[src/sv/assert_macros.svh]
// Assertion macros used by the light pen locator core.
`ifndef ASSERT_MACROS_SVH
`define ASSERT_MACROS_SVH

`ifndef SYNTH

// Check a property on every rising edge, ignored while reset is low
`define LPML_ASSERT(lbl, clk, rstn, prop) \
  lbl: assert property (@(posedge clk) disable iff (!rstn) prop) \
    else $error("lpml assertion failed");

// Check a property on every rising edge, reset included
`define LPML_ASSERT_ALWAYS(lbl, clk, prop) \
  lbl: assert property (@(posedge clk) prop) \
    else $error("lpml assertion failed");

`else

`define LPML_ASSERT(lbl, clk, rstn, prop)
`define LPML_ASSERT_ALWAYS(lbl, clk, prop)

`endif

`endif

[src/sv/lpml_pkg.sv]
// Shared types, constants and probe sequence function of the light pen locator.
package lpml_pkg;

  // Probe codes of the binary search
  localparam logic [7:0] PROBE_FIRST = 8'h0F;
  localparam logic [7:0] PROBE_HIGH  = 8'hF0;
  localparam logic [7:0] PROBE_Q0    = 8'h03;
  localparam logic [7:0] PROBE_Q1    = 8'h0C;
  localparam logic [7:0] PROBE_Q2    = 8'h30;
  localparam logic [7:0] PROBE_Q3    = 8'hC0;

  // Register reset values
  localparam logic [3:0] COL_ATT_RST  = 4'd6;
  localparam logic [3:0] ROW_ATT_RST  = 4'd3;
  localparam logic [3:0] SCAN_BRI_RST = 4'd15;
  localparam logic [3:0] IMG_BRI_RST  = 4'd2;

  localparam logic signed [3:0] POS_NONE = -4'sd1;

  // Configuration register indexes
  typedef enum logic [1:0] {
    REG_COL_ATT  = 2'd0,
    REG_ROW_ATT  = 2'd1,
    REG_SCAN_BRI = 2'd2,
    REG_IMG_BRI  = 2'd3
  } reg_idx_t;

  // Command codes
  localparam logic CMD_LOCATE = 1'b0;

  typedef enum logic [1:0] {
    PR_NEXT,
    PR_FOUND,
    PR_FAIL
  } probe_kind_t;

  typedef struct packed {
    probe_kind_t kind;
    logic [7:0]  code;
    logic [2:0]  pos;
  } probe_res_t;

  // Status of the search after one request
  typedef struct packed {
    logic              search;
    logic              row_phase;
    logic [7:0]        code;
    logic signed [3:0] col;
    logic signed [3:0] row;
  } lpml_status_t;

  // Pixel update towards the image store
  typedef struct packed {
    logic       en;
    logic [2:0] row;
    logic [2:0] col;
    logic       set;
    logic       clr;
  } lpml_wr_t;

  // Next step of the probe sequence
  function automatic probe_res_t next_probe(logic [7:0] code, logic seen);
    probe_res_t res;
    res.kind = PR_NEXT;
    res.code = PROBE_FIRST;
    res.pos  = '0;
    case (code)
      PROBE_FIRST: res.code = seen ? PROBE_Q0 : PROBE_HIGH;
      PROBE_HIGH: begin
        if (seen) res.code = PROBE_Q2;
        else res.kind = PR_FAIL;
      end
      PROBE_Q0: res.code = seen ? 8'h01 : PROBE_Q1;
      PROBE_Q1: begin
        if (seen) res.code = 8'h04;
        else res.kind = PR_FAIL;
      end
      PROBE_Q2: res.code = seen ? 8'h10 : PROBE_Q3;
      PROBE_Q3: begin
        if (seen) res.code = 8'h40;
        else res.kind = PR_FAIL;
      end
      default: begin
        // single-bit codes: found, or step to the odd neighbour, or fail
        for (int b = 0; b < 8; b++) begin
          if (code == (8'h01 << b)) begin
            if (seen) begin
              res.kind = PR_FOUND;
              res.pos  = 3'(b);
            end else if ((b % 2) == 1) begin
              res.kind = PR_FAIL;
            end else begin
              res.code = 8'(8'h01 << (b + 1));
            end
          end
        end
      end
    endcase
    return res;
  endfunction

endpackage

[src/sv/lpml_step.sv]
// Search state machine: phase, probe code, attempts and located position.
module lpml_step (
  input  logic                 clk,
  input  logic                 rst_n,
  input  logic                 adv,
  input  logic                 command,
  input  logic                 pen_seen,
  input  logic                 draw_set,
  input  logic                 draw_clear,
  input  logic [3:0]           col_att,
  input  logic [3:0]           row_att,
  output lpml_pkg::lpml_status_t status,
  output lpml_pkg::lpml_wr_t     wr
);
  import lpml_pkg::*;

  typedef enum logic [1:0] {
    PH_IDLE,
    PH_COL,
    PH_ROW
  } phase_t;

  phase_t            phase_r, phase_nxt;
  logic [7:0]        code_r, code_nxt;
  logic [3:0]        att_r, att_nxt;
  logic signed [3:0] col_r, col_nxt;
  logic signed [3:0] row_r, row_nxt;
  logic [1:0]        btn_r, btn_nxt;
  logic              finish;
  probe_res_t        pr;

  assign pr = next_probe(code_r, pen_seen);

  // Work out the state after this request
  always_comb begin
    phase_nxt = phase_r;
    code_nxt  = code_r;
    att_nxt   = att_r;
    col_nxt   = col_r;
    row_nxt   = row_r;
    btn_nxt   = btn_r;
    finish    = 1'b0;
    if (command == CMD_LOCATE) begin
      phase_nxt = PH_COL;
      code_nxt  = PROBE_FIRST;
      att_nxt   = col_att;
      col_nxt   = POS_NONE;
      row_nxt   = POS_NONE;
      btn_nxt   = {draw_clear, draw_set};
    end else if (phase_r == PH_COL || phase_r == PH_ROW) begin
      case (pr.kind)
        PR_FAIL: begin
          if (att_r > 4'd1) begin
            att_nxt  = att_r - 4'd1;
            code_nxt = PROBE_FIRST;
          end else begin
            finish = 1'b1;
          end
        end
        PR_FOUND: begin
          if (phase_r == PH_COL) begin
            col_nxt   = $signed({1'b0, pr.pos});
            phase_nxt = PH_ROW;
            code_nxt  = PROBE_FIRST;
            att_nxt   = row_att;
          end else begin
            row_nxt = $signed({1'b0, pr.pos});
            finish  = 1'b1;
          end
        end
        default: code_nxt = pr.code;
      endcase
      if (finish) phase_nxt = PH_IDLE;
    end else begin
      phase_nxt = PH_IDLE;
    end
  end

  // Pixel update when the search ends with both coordinates
  always_comb begin
    wr.en  = adv && finish && !col_nxt[3] && !row_nxt[3];
    wr.row = row_nxt[2:0];
    wr.col = col_nxt[2:0];
    wr.set = btn_r[0];
    wr.clr = btn_r[1];
  end

  always_comb begin
    status.search    = (phase_nxt == PH_COL) || (phase_nxt == PH_ROW);
    status.row_phase = (phase_nxt == PH_ROW);
    status.code      = code_nxt;
    status.col       = col_nxt;
    status.row       = row_nxt;
  end

  // Hold state, advance on each request
  always_ff @(posedge clk) begin
    if (!rst_n) begin
      phase_r <= PH_IDLE;
      code_r  <= '0;
      att_r   <= '0;
      col_r   <= POS_NONE;
      row_r   <= POS_NONE;
      btn_r   <= '0;
    end else if (adv) begin
      phase_r <= phase_nxt;
      code_r  <= code_nxt;
      att_r   <= att_nxt;
      col_r   <= col_nxt;
      row_r   <= row_nxt;
      btn_r   <= btn_nxt;
    end
  end

endmodule

[src/sv/lpml_image.sv]
// Image store: eight rows of eight pixels, cleared at reset.
module lpml_image (
  input  logic               clk,
  input  logic               rst_n,
  input  lpml_pkg::lpml_wr_t wr,
  output logic [63:0]        img_nxt
);
  import lpml_pkg::*;

  logic [7:0] rows_r [8];
  logic [7:0] rows_nxt [8];
  logic [7:0] bit_mask;

  assign bit_mask = 8'h01 << wr.col;

  // Set, then clear, the addressed pixel
  always_comb begin
    for (int r = 0; r < 8; r++) begin
      rows_nxt[r] = rows_r[r];
      if (wr.en && (wr.row == 3'(r))) begin
        if (wr.set) rows_nxt[r] = rows_nxt[r] | bit_mask;
        if (wr.clr) rows_nxt[r] = rows_nxt[r] & ~bit_mask;
      end
      img_nxt[8*r +: 8] = rows_nxt[r];
    end
  end

  always_ff @(posedge clk) begin
    if (!rst_n) begin
      for (int r = 0; r < 8; r++) rows_r[r] <= '0;
    end else begin
      for (int r = 0; r < 8; r++) rows_r[r] <= rows_nxt[r];
    end
  end

endmodule

[src/sv/light_pen_matrix_locator_core.sv]
// A request passes through the input register, then the result register, before its result is valid.
// Throughput: one request per cycle while results are taken; while a result waits, the
// input register takes one more request and then in_ready stays low until it moves on.
// Reset (rst_n low, synchronous): idle, positions -1, image cleared,
// registers back to 6, 3, 15 and 2.
`include "assert_macros.svh"

module light_pen_matrix_locator_core (
  input  logic        clk,
  input  logic        rst_n,
  input  logic        in_valid,
  output logic        in_ready,
  input  logic        in_command,
  input  logic        in_pen_seen,
  input  logic        in_draw_set,
  input  logic        in_draw_clear,
  output logic        out_valid,
  input  logic        out_ready,
  output logic [63:0] out_frame,
  output logic        out_frame_is_image,
  output logic [3:0]  out_brightness,
  output logic signed [3:0] out_pen_column,
  output logic signed [3:0] out_pen_row,
  input  logic        cfg_write_en,
  input  logic [1:0]  cfg_index,
  input  logic [3:0]  cfg_wdata
);
  import lpml_pkg::*;

  logic [3:0]   col_att_r, row_att_r, scan_bri_r, img_bri_r;
  logic         in_valid_r, in_cmd_r, in_seen_r, in_set_r, in_clr_r;
  logic         out_valid_r;
  logic [63:0]  frame_r, frame_nxt;
  logic         is_img_r;
  logic [3:0]   bri_r;
  logic signed [3:0] col_r, row_r;
  logic         adv;
  lpml_status_t status;
  lpml_wr_t     wr;
  logic [63:0]  img_nxt;
  logic [63:0]  probe_frame;

  assign adv      = in_valid_r && (!out_valid_r || out_ready);
  assign in_ready = !in_valid_r || adv;

  // Configuration registers
  always_ff @(posedge clk) begin
    if (!rst_n) begin
      col_att_r  <= COL_ATT_RST;
      row_att_r  <= ROW_ATT_RST;
      scan_bri_r <= SCAN_BRI_RST;
      img_bri_r  <= IMG_BRI_RST;
    end else if (cfg_write_en) begin
      case (reg_idx_t'(cfg_index))
        REG_COL_ATT:  col_att_r  <= cfg_wdata;
        REG_ROW_ATT:  row_att_r  <= cfg_wdata;
        REG_SCAN_BRI: scan_bri_r <= cfg_wdata;
        REG_IMG_BRI:  img_bri_r  <= cfg_wdata;
        default: ;
      endcase
    end
  end

  // Input stage: hold the request until the step logic takes it
  always_ff @(posedge clk) begin
    if (!rst_n) begin
      in_valid_r <= 1'b0;
    end else if (in_ready) begin
      in_valid_r <= in_valid;
    end
  end

  always_ff @(posedge clk) begin
    if (in_valid && in_ready) begin
      in_cmd_r  <= in_command;
      in_seen_r <= in_pen_seen;
      in_set_r  <= in_draw_set;
      in_clr_r  <= in_draw_clear;
    end
  end

  lpml_step u_step (
    .clk        (clk),
    .rst_n      (rst_n),
    .adv        (adv),
    .command    (in_cmd_r),
    .pen_seen   (in_seen_r),
    .draw_set   (in_set_r),
    .draw_clear (in_clr_r),
    .col_att    (col_att_r),
    .row_att    (row_att_r),
    .status     (status),
    .wr         (wr)
  );

  lpml_image u_image (
    .clk     (clk),
    .rst_n   (rst_n),
    .wr      (wr),
    .img_nxt (img_nxt)
  );

  // Build the probe frame: column probes repeat the code, row probes light rows
  always_comb begin
    for (int r = 0; r < 8; r++) begin
      probe_frame[8*r +: 8] = status.row_phase ? {8{status.code[r]}} : status.code;
    end
    frame_nxt = status.search ? probe_frame : img_nxt;
  end

  // Result register
  always_ff @(posedge clk) begin
    if (!rst_n) begin
      out_valid_r <= 1'b0;
    end else if (adv) begin
      out_valid_r <= 1'b1;
    end else if (out_ready) begin
      out_valid_r <= 1'b0;
    end
  end

  always_ff @(posedge clk) begin
    if (adv) begin
      frame_r  <= frame_nxt;
      is_img_r <= !status.search;
      bri_r    <= status.search ? scan_bri_r : img_bri_r;
      col_r    <= status.col;
      row_r    <= status.row;
    end
  end

  assign out_valid          = out_valid_r;
  assign out_frame          = frame_r;
  assign out_frame_is_image = is_img_r;
  assign out_brightness     = bri_r;
  assign out_pen_column     = col_r;
  assign out_pen_row        = row_r;

  // A staged request moves on when the result register is free
  `LPML_ASSERT(a_stage_moves, clk, rst_n, in_valid_r && !out_valid_r |=> out_valid_r)
  // A staged request is kept while the result is stalled
  `LPML_ASSERT(a_stage_held, clk, rst_n, in_valid_r && out_valid_r && !out_ready |=> in_valid_r)
  // No row is known while a probe frame is shown
  `LPML_ASSERT(a_probe_no_row, clk, rst_n, out_valid_r && !out_frame_is_image |-> out_pen_row == POS_NONE)

endmodule
[config.mk]
export PLATFORM = sky130hd
export DESIGN_NAME = light_pen_matrix_locator_core
export DESIGN_NICKNAME = d
export VERILOG_FILES = /design/src/sv/lpml_pkg.sv /design/src/sv/lpml_step.sv /design/src/sv/lpml_image.sv /design/src/sv/light_pen_matrix_locator_core.sv
export VERILOG_INCLUDE_DIRS = /design/src /design/src/sv
export SDC_FILE = /design/constraint.sdc
export NUM_CORES = 1
export LEC_CHECK = 0
export BUFFER_PORTS_ARGS = -buffer_cell sky130_fd_sc_hd__buf_2
export CAP_MARGIN = 15
export CORE_MARGIN = 2
export CORE_UTILIZATION = 29
export CTS_CLUSTER_DIAMETER = 150
export CTS_CLUSTER_SIZE = 40
export DETAILED_ROUTE_END_ITERATION = 8
export PLACE_DENSITY = 0.47
export SETUP_SLACK_MARGIN = 0.4
export SLEW_MARGIN = 20
export SYNTH_ARGS = -nofsm -noshare
export SYNTH_HDL_FRONTEND = slang
export SYNTH_SLANG_ARGS = --single-unit
[constraint.sdc]
create_clock -name clk -period 4.4 [get_ports clk]
set_input_delay 0.88 -clock clk [delete_from_list [all_inputs] [get_ports clk]]
set_output_delay 0.88 -clock clk [all_outputs]
set_load 0.01 [all_outputs]
==> metrics.txt, run 1 <==
status=complete, no violations; CP cell instances=xnor2_2, a211oi_2, a211oi_1, a211oi_2, a311oi_1, a211oi_2, o211a_1, ha_4, buf_4, nand3b_1, nand2_1, nand2_1, a21oi_4, buf_12, or4_4, o32ai_1, a21oi_1; delay of the slowest critical-path stage=640 ps; clk slew on worst S/H paths=70 ps; share of the synthesized area in the top cell type=26.45%; Final Hold Vio Count=0; Post-Route WL=30.64 mm; pwr dens=337.4 mW/mm^2; total core area=0.03139 mm^2; Initial Util=29.29%; Via density=5.358; CTS Buffer Depth=2; Worst Setup EP=out_frame[46]$_DFFE_PP_; Area Overhead vs Synth=30.17%; CTS root buf=clkbuf_16; DRT iter0 DRCs=692; initial antenna violation count=0; die width=182.1 um; fraction of the cycle the final worst path needs=89.85%; CP Capture Type=register; Inst Count DP=1488; clk_lat worst skew=450 ps; largest area contributor in the netlist=edfxtp_1; RSZ-0062 raised after global routing=true; vias in the first global route=7630; pre-CTS WS=91.89 ps; Inserted Diodes=0; RR Endpoint=out_frame[46]$_DFFE_PP_; Seq/Total Area, Yosys=49.53%; largest net degree at the start of global routing=58; wire per inst=19.78 um; Critical Path Fanout Max=8; Seq cells post-synth=187; Sequential Area=0.004571 mm^2; die height=182.1 um; Syn Area/Cell=9.373 um^2; hold slack=464.8 ps; cells after synthesis=981; Hold-fix buffers, CTS=0; reg2reg start=u_step.code_r[5]$_SDFFE_PN0P_; Max-slew headroom=41.54%; largest family of logic cells by synthesized area=compound AO/OA/AOI/OAI gates; Compound-Gate Fraction of Synth Area=25.05%; Ports=94; Crit-path slowest cell=or4_4; share of layout cells above drive strength 1=33.48%; TNS Setup=0 ps; Synthesis Warnings=0; Mapped Area=0.009195 mm^2; skew final=11.58 ps; fin crit period=3953 ps; Synth area leaders=edfxtp_1 (26%), dfxtp_1 (23%), a21oi_1 (6.1%); most used cell, CP=a211oi_2; Layout Cells excl Fill=1549; Distinct cells, synth=76; Worst Hold Class=reg2reg; Fmax=252.9 MHz; max-cap violation count=0; RD Place Congestion=0.8638; detailed placement HPWL=20.64 mm; highest-count cells in the layout ignoring fill and taps=nor2_1 (99), dfxtp_1 (99), buf_4 (97); final worst slack=446.6 ps; Worst EP arrival=4140 ps; Post-synth EDFFs=81; H-tree depth=4; ys async rst share=0%; multi-input logic area=0.004726 mm^2; R2R Setup Slk=450 ps; std cell rows=65; WS Path Type=reg2reg; net count after synthesis=1004; fill count=3175; Slew @ Worst Pin=875.0 ps; I/O Buffers=93; Sinks on Clock Net=187; gr usage total=18.19%; Setup crit start=u_step.code_r[5]$_SDFFE_PN0P_; 1st-pass router iterations=5; post-synthesis adder-cell area fraction=1.089%; Post-DRT Antenna Nets=0; maximum vdd drop=0.2616 mV; nets=1157; max-slew violations=0; vias after detailed routing=8300; drc violations=0; Leak=4.235 nW; CTS buffer count=17; CTS tree=yes; die area=0.03315 mm^2; mux cell area share after synthesis=2.558%; Post-Synth XOR/XNOR Area=0.6668%; first-pass GRT wire length=46.26 mm; Worst EP required=4590 ps; global route overflow=0; Post-Synth Simple-Gate Area=16.18%; top_reg_cell synth=dfxtp_1; Setup crit start kind=register; # setup viols final=0; FF-to-FF path depth=17
## layer usage
metal  share of wire [%]  vias to the layer above  track usage, %  wire (um)
met5                   0                        -               0          0
met4                 1.9                        0           5.452        571
met3                 4.6                       32           2.874       1407
met2                  48                      233           29.98      14660
met1                  46                     4063           24.63      14000
li1                    -                     3972               -          -
## registers in the layout, indices dropped and copies added, names as in the netlist, 4 cells and up
register / flops
out_frame: 64
img_bri_r: 4
out_pen_column: 4
u_step.code_r: 8
scan_bri_r: 4
u_step.row_r: 4
u_image.rows_r: 64
out_brightness: 4
col_att_r: 4
u_step.att_r: 4
row_att_r: 4
u_step.col_r: 4
out_pen_row: 4
## critical path: cells and delay by family (launching register included)
family / cells / cell delay (ps)
AOI/OAI and AO/OA: 9 / 1490
DFF: 1 / 370
adders and majority gates: 1 / 170
and+or+nand+nor: 4 / 1130
buffers and inverters: 2 / 320
xor gates and xnor gates: 1 / 200
## cells in the mapped netlist (9+ instances only)
master and count:
a211oi_1 29, a21oi_1 112, a221oi_1 9, and3_1 9, buf_2 14, clkbuf_1 47
dfxtp_1 106, edfxtp_1 81, inv_1 17, mux2i_1 19, nand2_1 62, nand3_1 19
nand4_1 13, nor2_1 101, nor3_1 22, o211ai_1 10, o21ai_0 104, o21ai_1 40
o22ai_1 18, o32ai_1 18
## kinds of logic after synthesis
group,count (synthesis)
AND/OR/NAND/NOR,280
flip-flops,187
multiplexers,23
XOR/XNOR,7
buffers and inverters,102
AO/OA/AOI/OAI,374
adder cells (fa/ha/maj),8
## cell type report
type	instances	share of cell area, %
Clock inverter	12	1.160
Clock buffer	20	3.732
Timing Repair Buffer	211	12.42
Inverter	25	0.8154
Tap cell	402	4.202
Multi-Input combinational cell	692	39.48
Sequential cell	187	38.19
## worst min path at each step
stage	from	endpoint	cells past startpoint
final	u_image.rows_r[0][3]$_SDFF_PN0_	u_image.rows_r[0][3]$_SDFF_PN0_	2
after detailed placement	u_image.rows_r[0][19]$_SDFF_PN0_	u_image.rows_r[0][19]$_SDFF_PN0_	2
after global placement	u_image.rows_r[1][9]$_SDFF_PN0_	u_image.rows_r[1][9]$_SDFF_PN0_	2
after CTS	u_image.rows_r[0][3]$_SDFF_PN0_	u_image.rows_r[0][3]$_SDFF_PN0_	2
after global routing	u_image.rows_r[0][8]$_SDFF_PN0_	u_image.rows_r[0][8]$_SDFF_PN0_	2
after floorplan	u_image.rows_r[0][24]$_SDFF_PN0_	u_image.rows_r[0][24]$_SDFF_PN0_	2
## repair_timing
action,4_1_cts,5_1_grt
setup endpoints to repair,81,126
pin swaps,8,41
resized for setup,30,136
buffers inserted,16,10
gates cloned,1,2
## through the flow
step | utilization, % | power (mW) | area (um^2)
3_3_place_gp | 33.53 | 2.435 | 10530
4_1_cts | 36.25 | 4.038 | 11380
5_1_grt | 38.13 | 4.199 | 11970
3_5_place_dp | 33.53 | 2.437 | 10530
6_report | 38.13 | 4.039 | 11970
2_1_floorplan | - | 2.253 | 9221
## where the power goes
part | leakage [nW] | internal (mW) | switching (mW)
Clock | 0.274 | 0.859 | 0.721
Combinational | 2.34 | 0.205 | 0.347
Sequential | 1.62 | 1.88 | 0.0300
Total | 4.23 | 2.94 | 1.10
Power figures use the tool's default switching activity.
==> inputs of run 2 (changes only) <==
--- a/config.mk
+++ b/config.mk
@@ -18,4 +18,5 @@
 export SLEW_MARGIN = 20
 export SYNTH_ARGS = -nofsm -noshare
 export SYNTH_HDL_FRONTEND = slang
+export SYNTH_HIERARCHICAL = 1
 export SYNTH_SLANG_ARGS = --single-unit
==> run 2 against run 1 <==
Routed wire length up 1.2%; setup slack worse by 130 ps; count of clock-buffer cells in the layout down 2; register-to-register slack worse by 130 ps; sequential share of layout area down 0.49 points; synthesized cell count up 2.4%; power about the same; first-iteration DRC count down 2.3%; die area up 1.7%; maximum frequency down 3.3%; final cell count up 0.45%; largest cell class unchanged.
==> metrics.txt, run 2 <==
status=complete, no violations; Synthesis Warnings=6; Max-slew headroom=37.57%; Inst Count DP=1487; Critical Path Fanout Max=10; Setup crit start kind=register; Syn Area/Cell=9.306 um^2; Layout Cells excl Fill=1556; Final Hold Vio Count=0; RD Place Congestion=0.8842; share of the synthesized area in the top cell type=26.01%; share of layout cells above drive strength 1=32.50%; top_reg_cell synth=dfxtp_1; Seq/Total Area, Yosys=48.70%; initial antenna violation count=0; die height=183.6 um; Synth area leaders=edfxtp_1 (26%), dfxtp_1 (23%), nor2_1 (8.9%); vias after detailed routing=8076; Worst Hold Class=reg2reg; CTS Buffer Depth=2; die width=183.6 um; gr usage total=18.37%; Design Area, Final=0.01216 mm^2; pwr dens=332.2 mW/mm^2; Post-DRT Antenna Nets=0; Post-Route WL=31.02 mm; largest area contributor in the netlist=edfxtp_1; 1st-pass router iterations=5; synth cell count leaders=nor2_1 (221), dfxtp_1 (106), a21oi_1 (85); highest-count cells in the layout ignoring fill and taps=nor2_1 (184), dfxtp_1 (98), buf_2 (93); wire per inst=19.93 um; DRT iter0 DRCs=676; WS Path Type=reg2reg; Total Power=4.038 mW; maximum vdd drop=0.2785 mV; Sinks on Clock Net=187; Ports=94; Worst EP arrival=4280 ps; clk slew on worst S/H paths=80 ps; Post-synth EDFFs=81; detailed placement HPWL=20.00 mm; Initial Util=29.56%; Area Overhead vs Synth=29.97%; Distinct cells, synth=72; hold slack=460.3 ps; top-count cell post-synth=nor2_1; fin crit period=4088 ps; net count after synthesis=1028; first-pass GRT wire length=46.65 mm; max-slew violations=0; vias in the first global route=7653; Slew @ Worst Pin=936.4 ps; global route overflow=0; fraction of the cycle the final worst path needs=92.91%; Leak=4.409 nW; CP Capture Type=register; ys async rst share=0%; nets=1164; RSZ-0062 raised after global routing=true; I/O Buffers=93; skew final=17.80 ps; TNS Setup=0 ps; placed cell area=0.01063 mm^2; die area=0.03370 mm^2; CTS buffer count=17; H-tree depth=4; max-cap violation count=0; drc violations=0; std cell rows=65; Fmax=244.6 MHz; Worst EP required=4590 ps; CTS root buf=clkbuf_16; Hold-fix buffers, CTS=0; Mapped Area=0.009353 mm^2; # setup viols final=0; commonest non-fill, non-tap cell in the layout=nor2_1; largest net degree at the start of global routing=97; Seq cells post-synth=187; cells after synthesis=1005; total core area=0.03164 mm^2; Via density=5.190; CTS tree=yes; clk_lat worst skew=460 ps; Inserted Diodes=0
## run 2: changes by cell type after synthesis, moves of 19 or more
cell and delta:
o21ai_1 -36, clkbuf_1 -22, o21ai_0 -82, nor3b_1 +60
nor3_1 -19, nor2_1 +120, a21oi_1 -27, a211oi_1 -26
a31oi_1 +59
## run 2: through the flow
| step | worst slack (ps) | utilization (%) |
|---|---|---|
| 2_1_floorplan | 402.8 | - |
| 3_3_place_gp | 45.57 | 33.60 |
| 3_5_place_dp | 90.31 | 33.60 |
| 4_1_cts | 416.2 | 36.33 |
| 5_1_grt | 187.5 | 38.42 |
| 6_report | 311.9 | 38.42 |
## run 2: layer usage
metal  track usage [%]  vias to the layer above  wire length (um)
met1             24.71                     3929             14250
met2             29.72                      237             14690
met3             3.387                       33              1448
li1                  -                     3877                 -
met4             6.080                        0               624
met5                 0                        -                 0
## run 2: worst paths after layout
path                            depth (start not counted)  slack (ps)                          to                          start
worst max-delay path                                   17         310      out_frame[3]$_DFFE_PP_  u_step/code_r[3]$_SDFFE_PN0P_
worst min-delay path                                    1         460  scan_bri_r[3]$_SDFFE_PN1P_     scan_bri_r[3]$_SDFFE_PN1P_
worst max register to register                         17         310      out_frame[3]$_DFFE_PP_  u_step/code_r[3]$_SDFFE_PN0P_
worst min register to register                          1         460  scan_bri_r[3]$_SDFFE_PN1P_     scan_bri_r[3]$_SDFFE_PN1P_
## run 2: repair_timing
action,4_1_cts,5_1_grt
resized for setup,27,121
endpoints found under the setup margin,69,106
gates cloned,2,1
setup buffers,13,21
pin swaps,4,43
## run 2: where the power goes
part	switching, mW	total (mW)	internal, mW
logic	0.311	0.541	0.230
registers	0.0325	1.90	1.87
clock network	0.772	1.59	0.821
## run 2: area by class of cell
cell class,instances,area (um^2)
Fill cell,3101,19480
Multi-Input combinational cell,715,4876
Sequential cell,187,4582
Timing Repair Buffer,201,1524
Tap cell,402,503.0
Clock buffer,18,439.2
Clock inverter,14,155.1
Inverter,19,76.32
## run 2: cell families after synthesis
| logic type | Yosys count | synth area share, % |
|---|---|---|
| buffers and inverters | 103 | 5.418 |
| flip-flops | 187 | 48.70 |
| adder cells (fa/ha/maj) | 8 | 1.070 |
| multiplexers | 35 | 3.920 |
| XOR/XNOR | 7 | 0.6555 |
| AND/OR/NAND/NOR | 452 | 26.57 |
| AO/OA/AOI/OAI | 213 | 13.67 |
## run 2: critical path, cell delays in order (launching register included)
cell     delay (ps)
dfxtp_2         330
buf_12          140
or4_4           570
nor3b_4         310
nor4b_4          90
nand2_1         110
a21oi_4          60
inv_1           100
ha_4            180
a31oi_4         110
or4_4           550
nor2_4          260
or4b_4          580
buf_4           180
nor2_4           70
nor2_1           40
nor2_1           90
a31oi_1          50
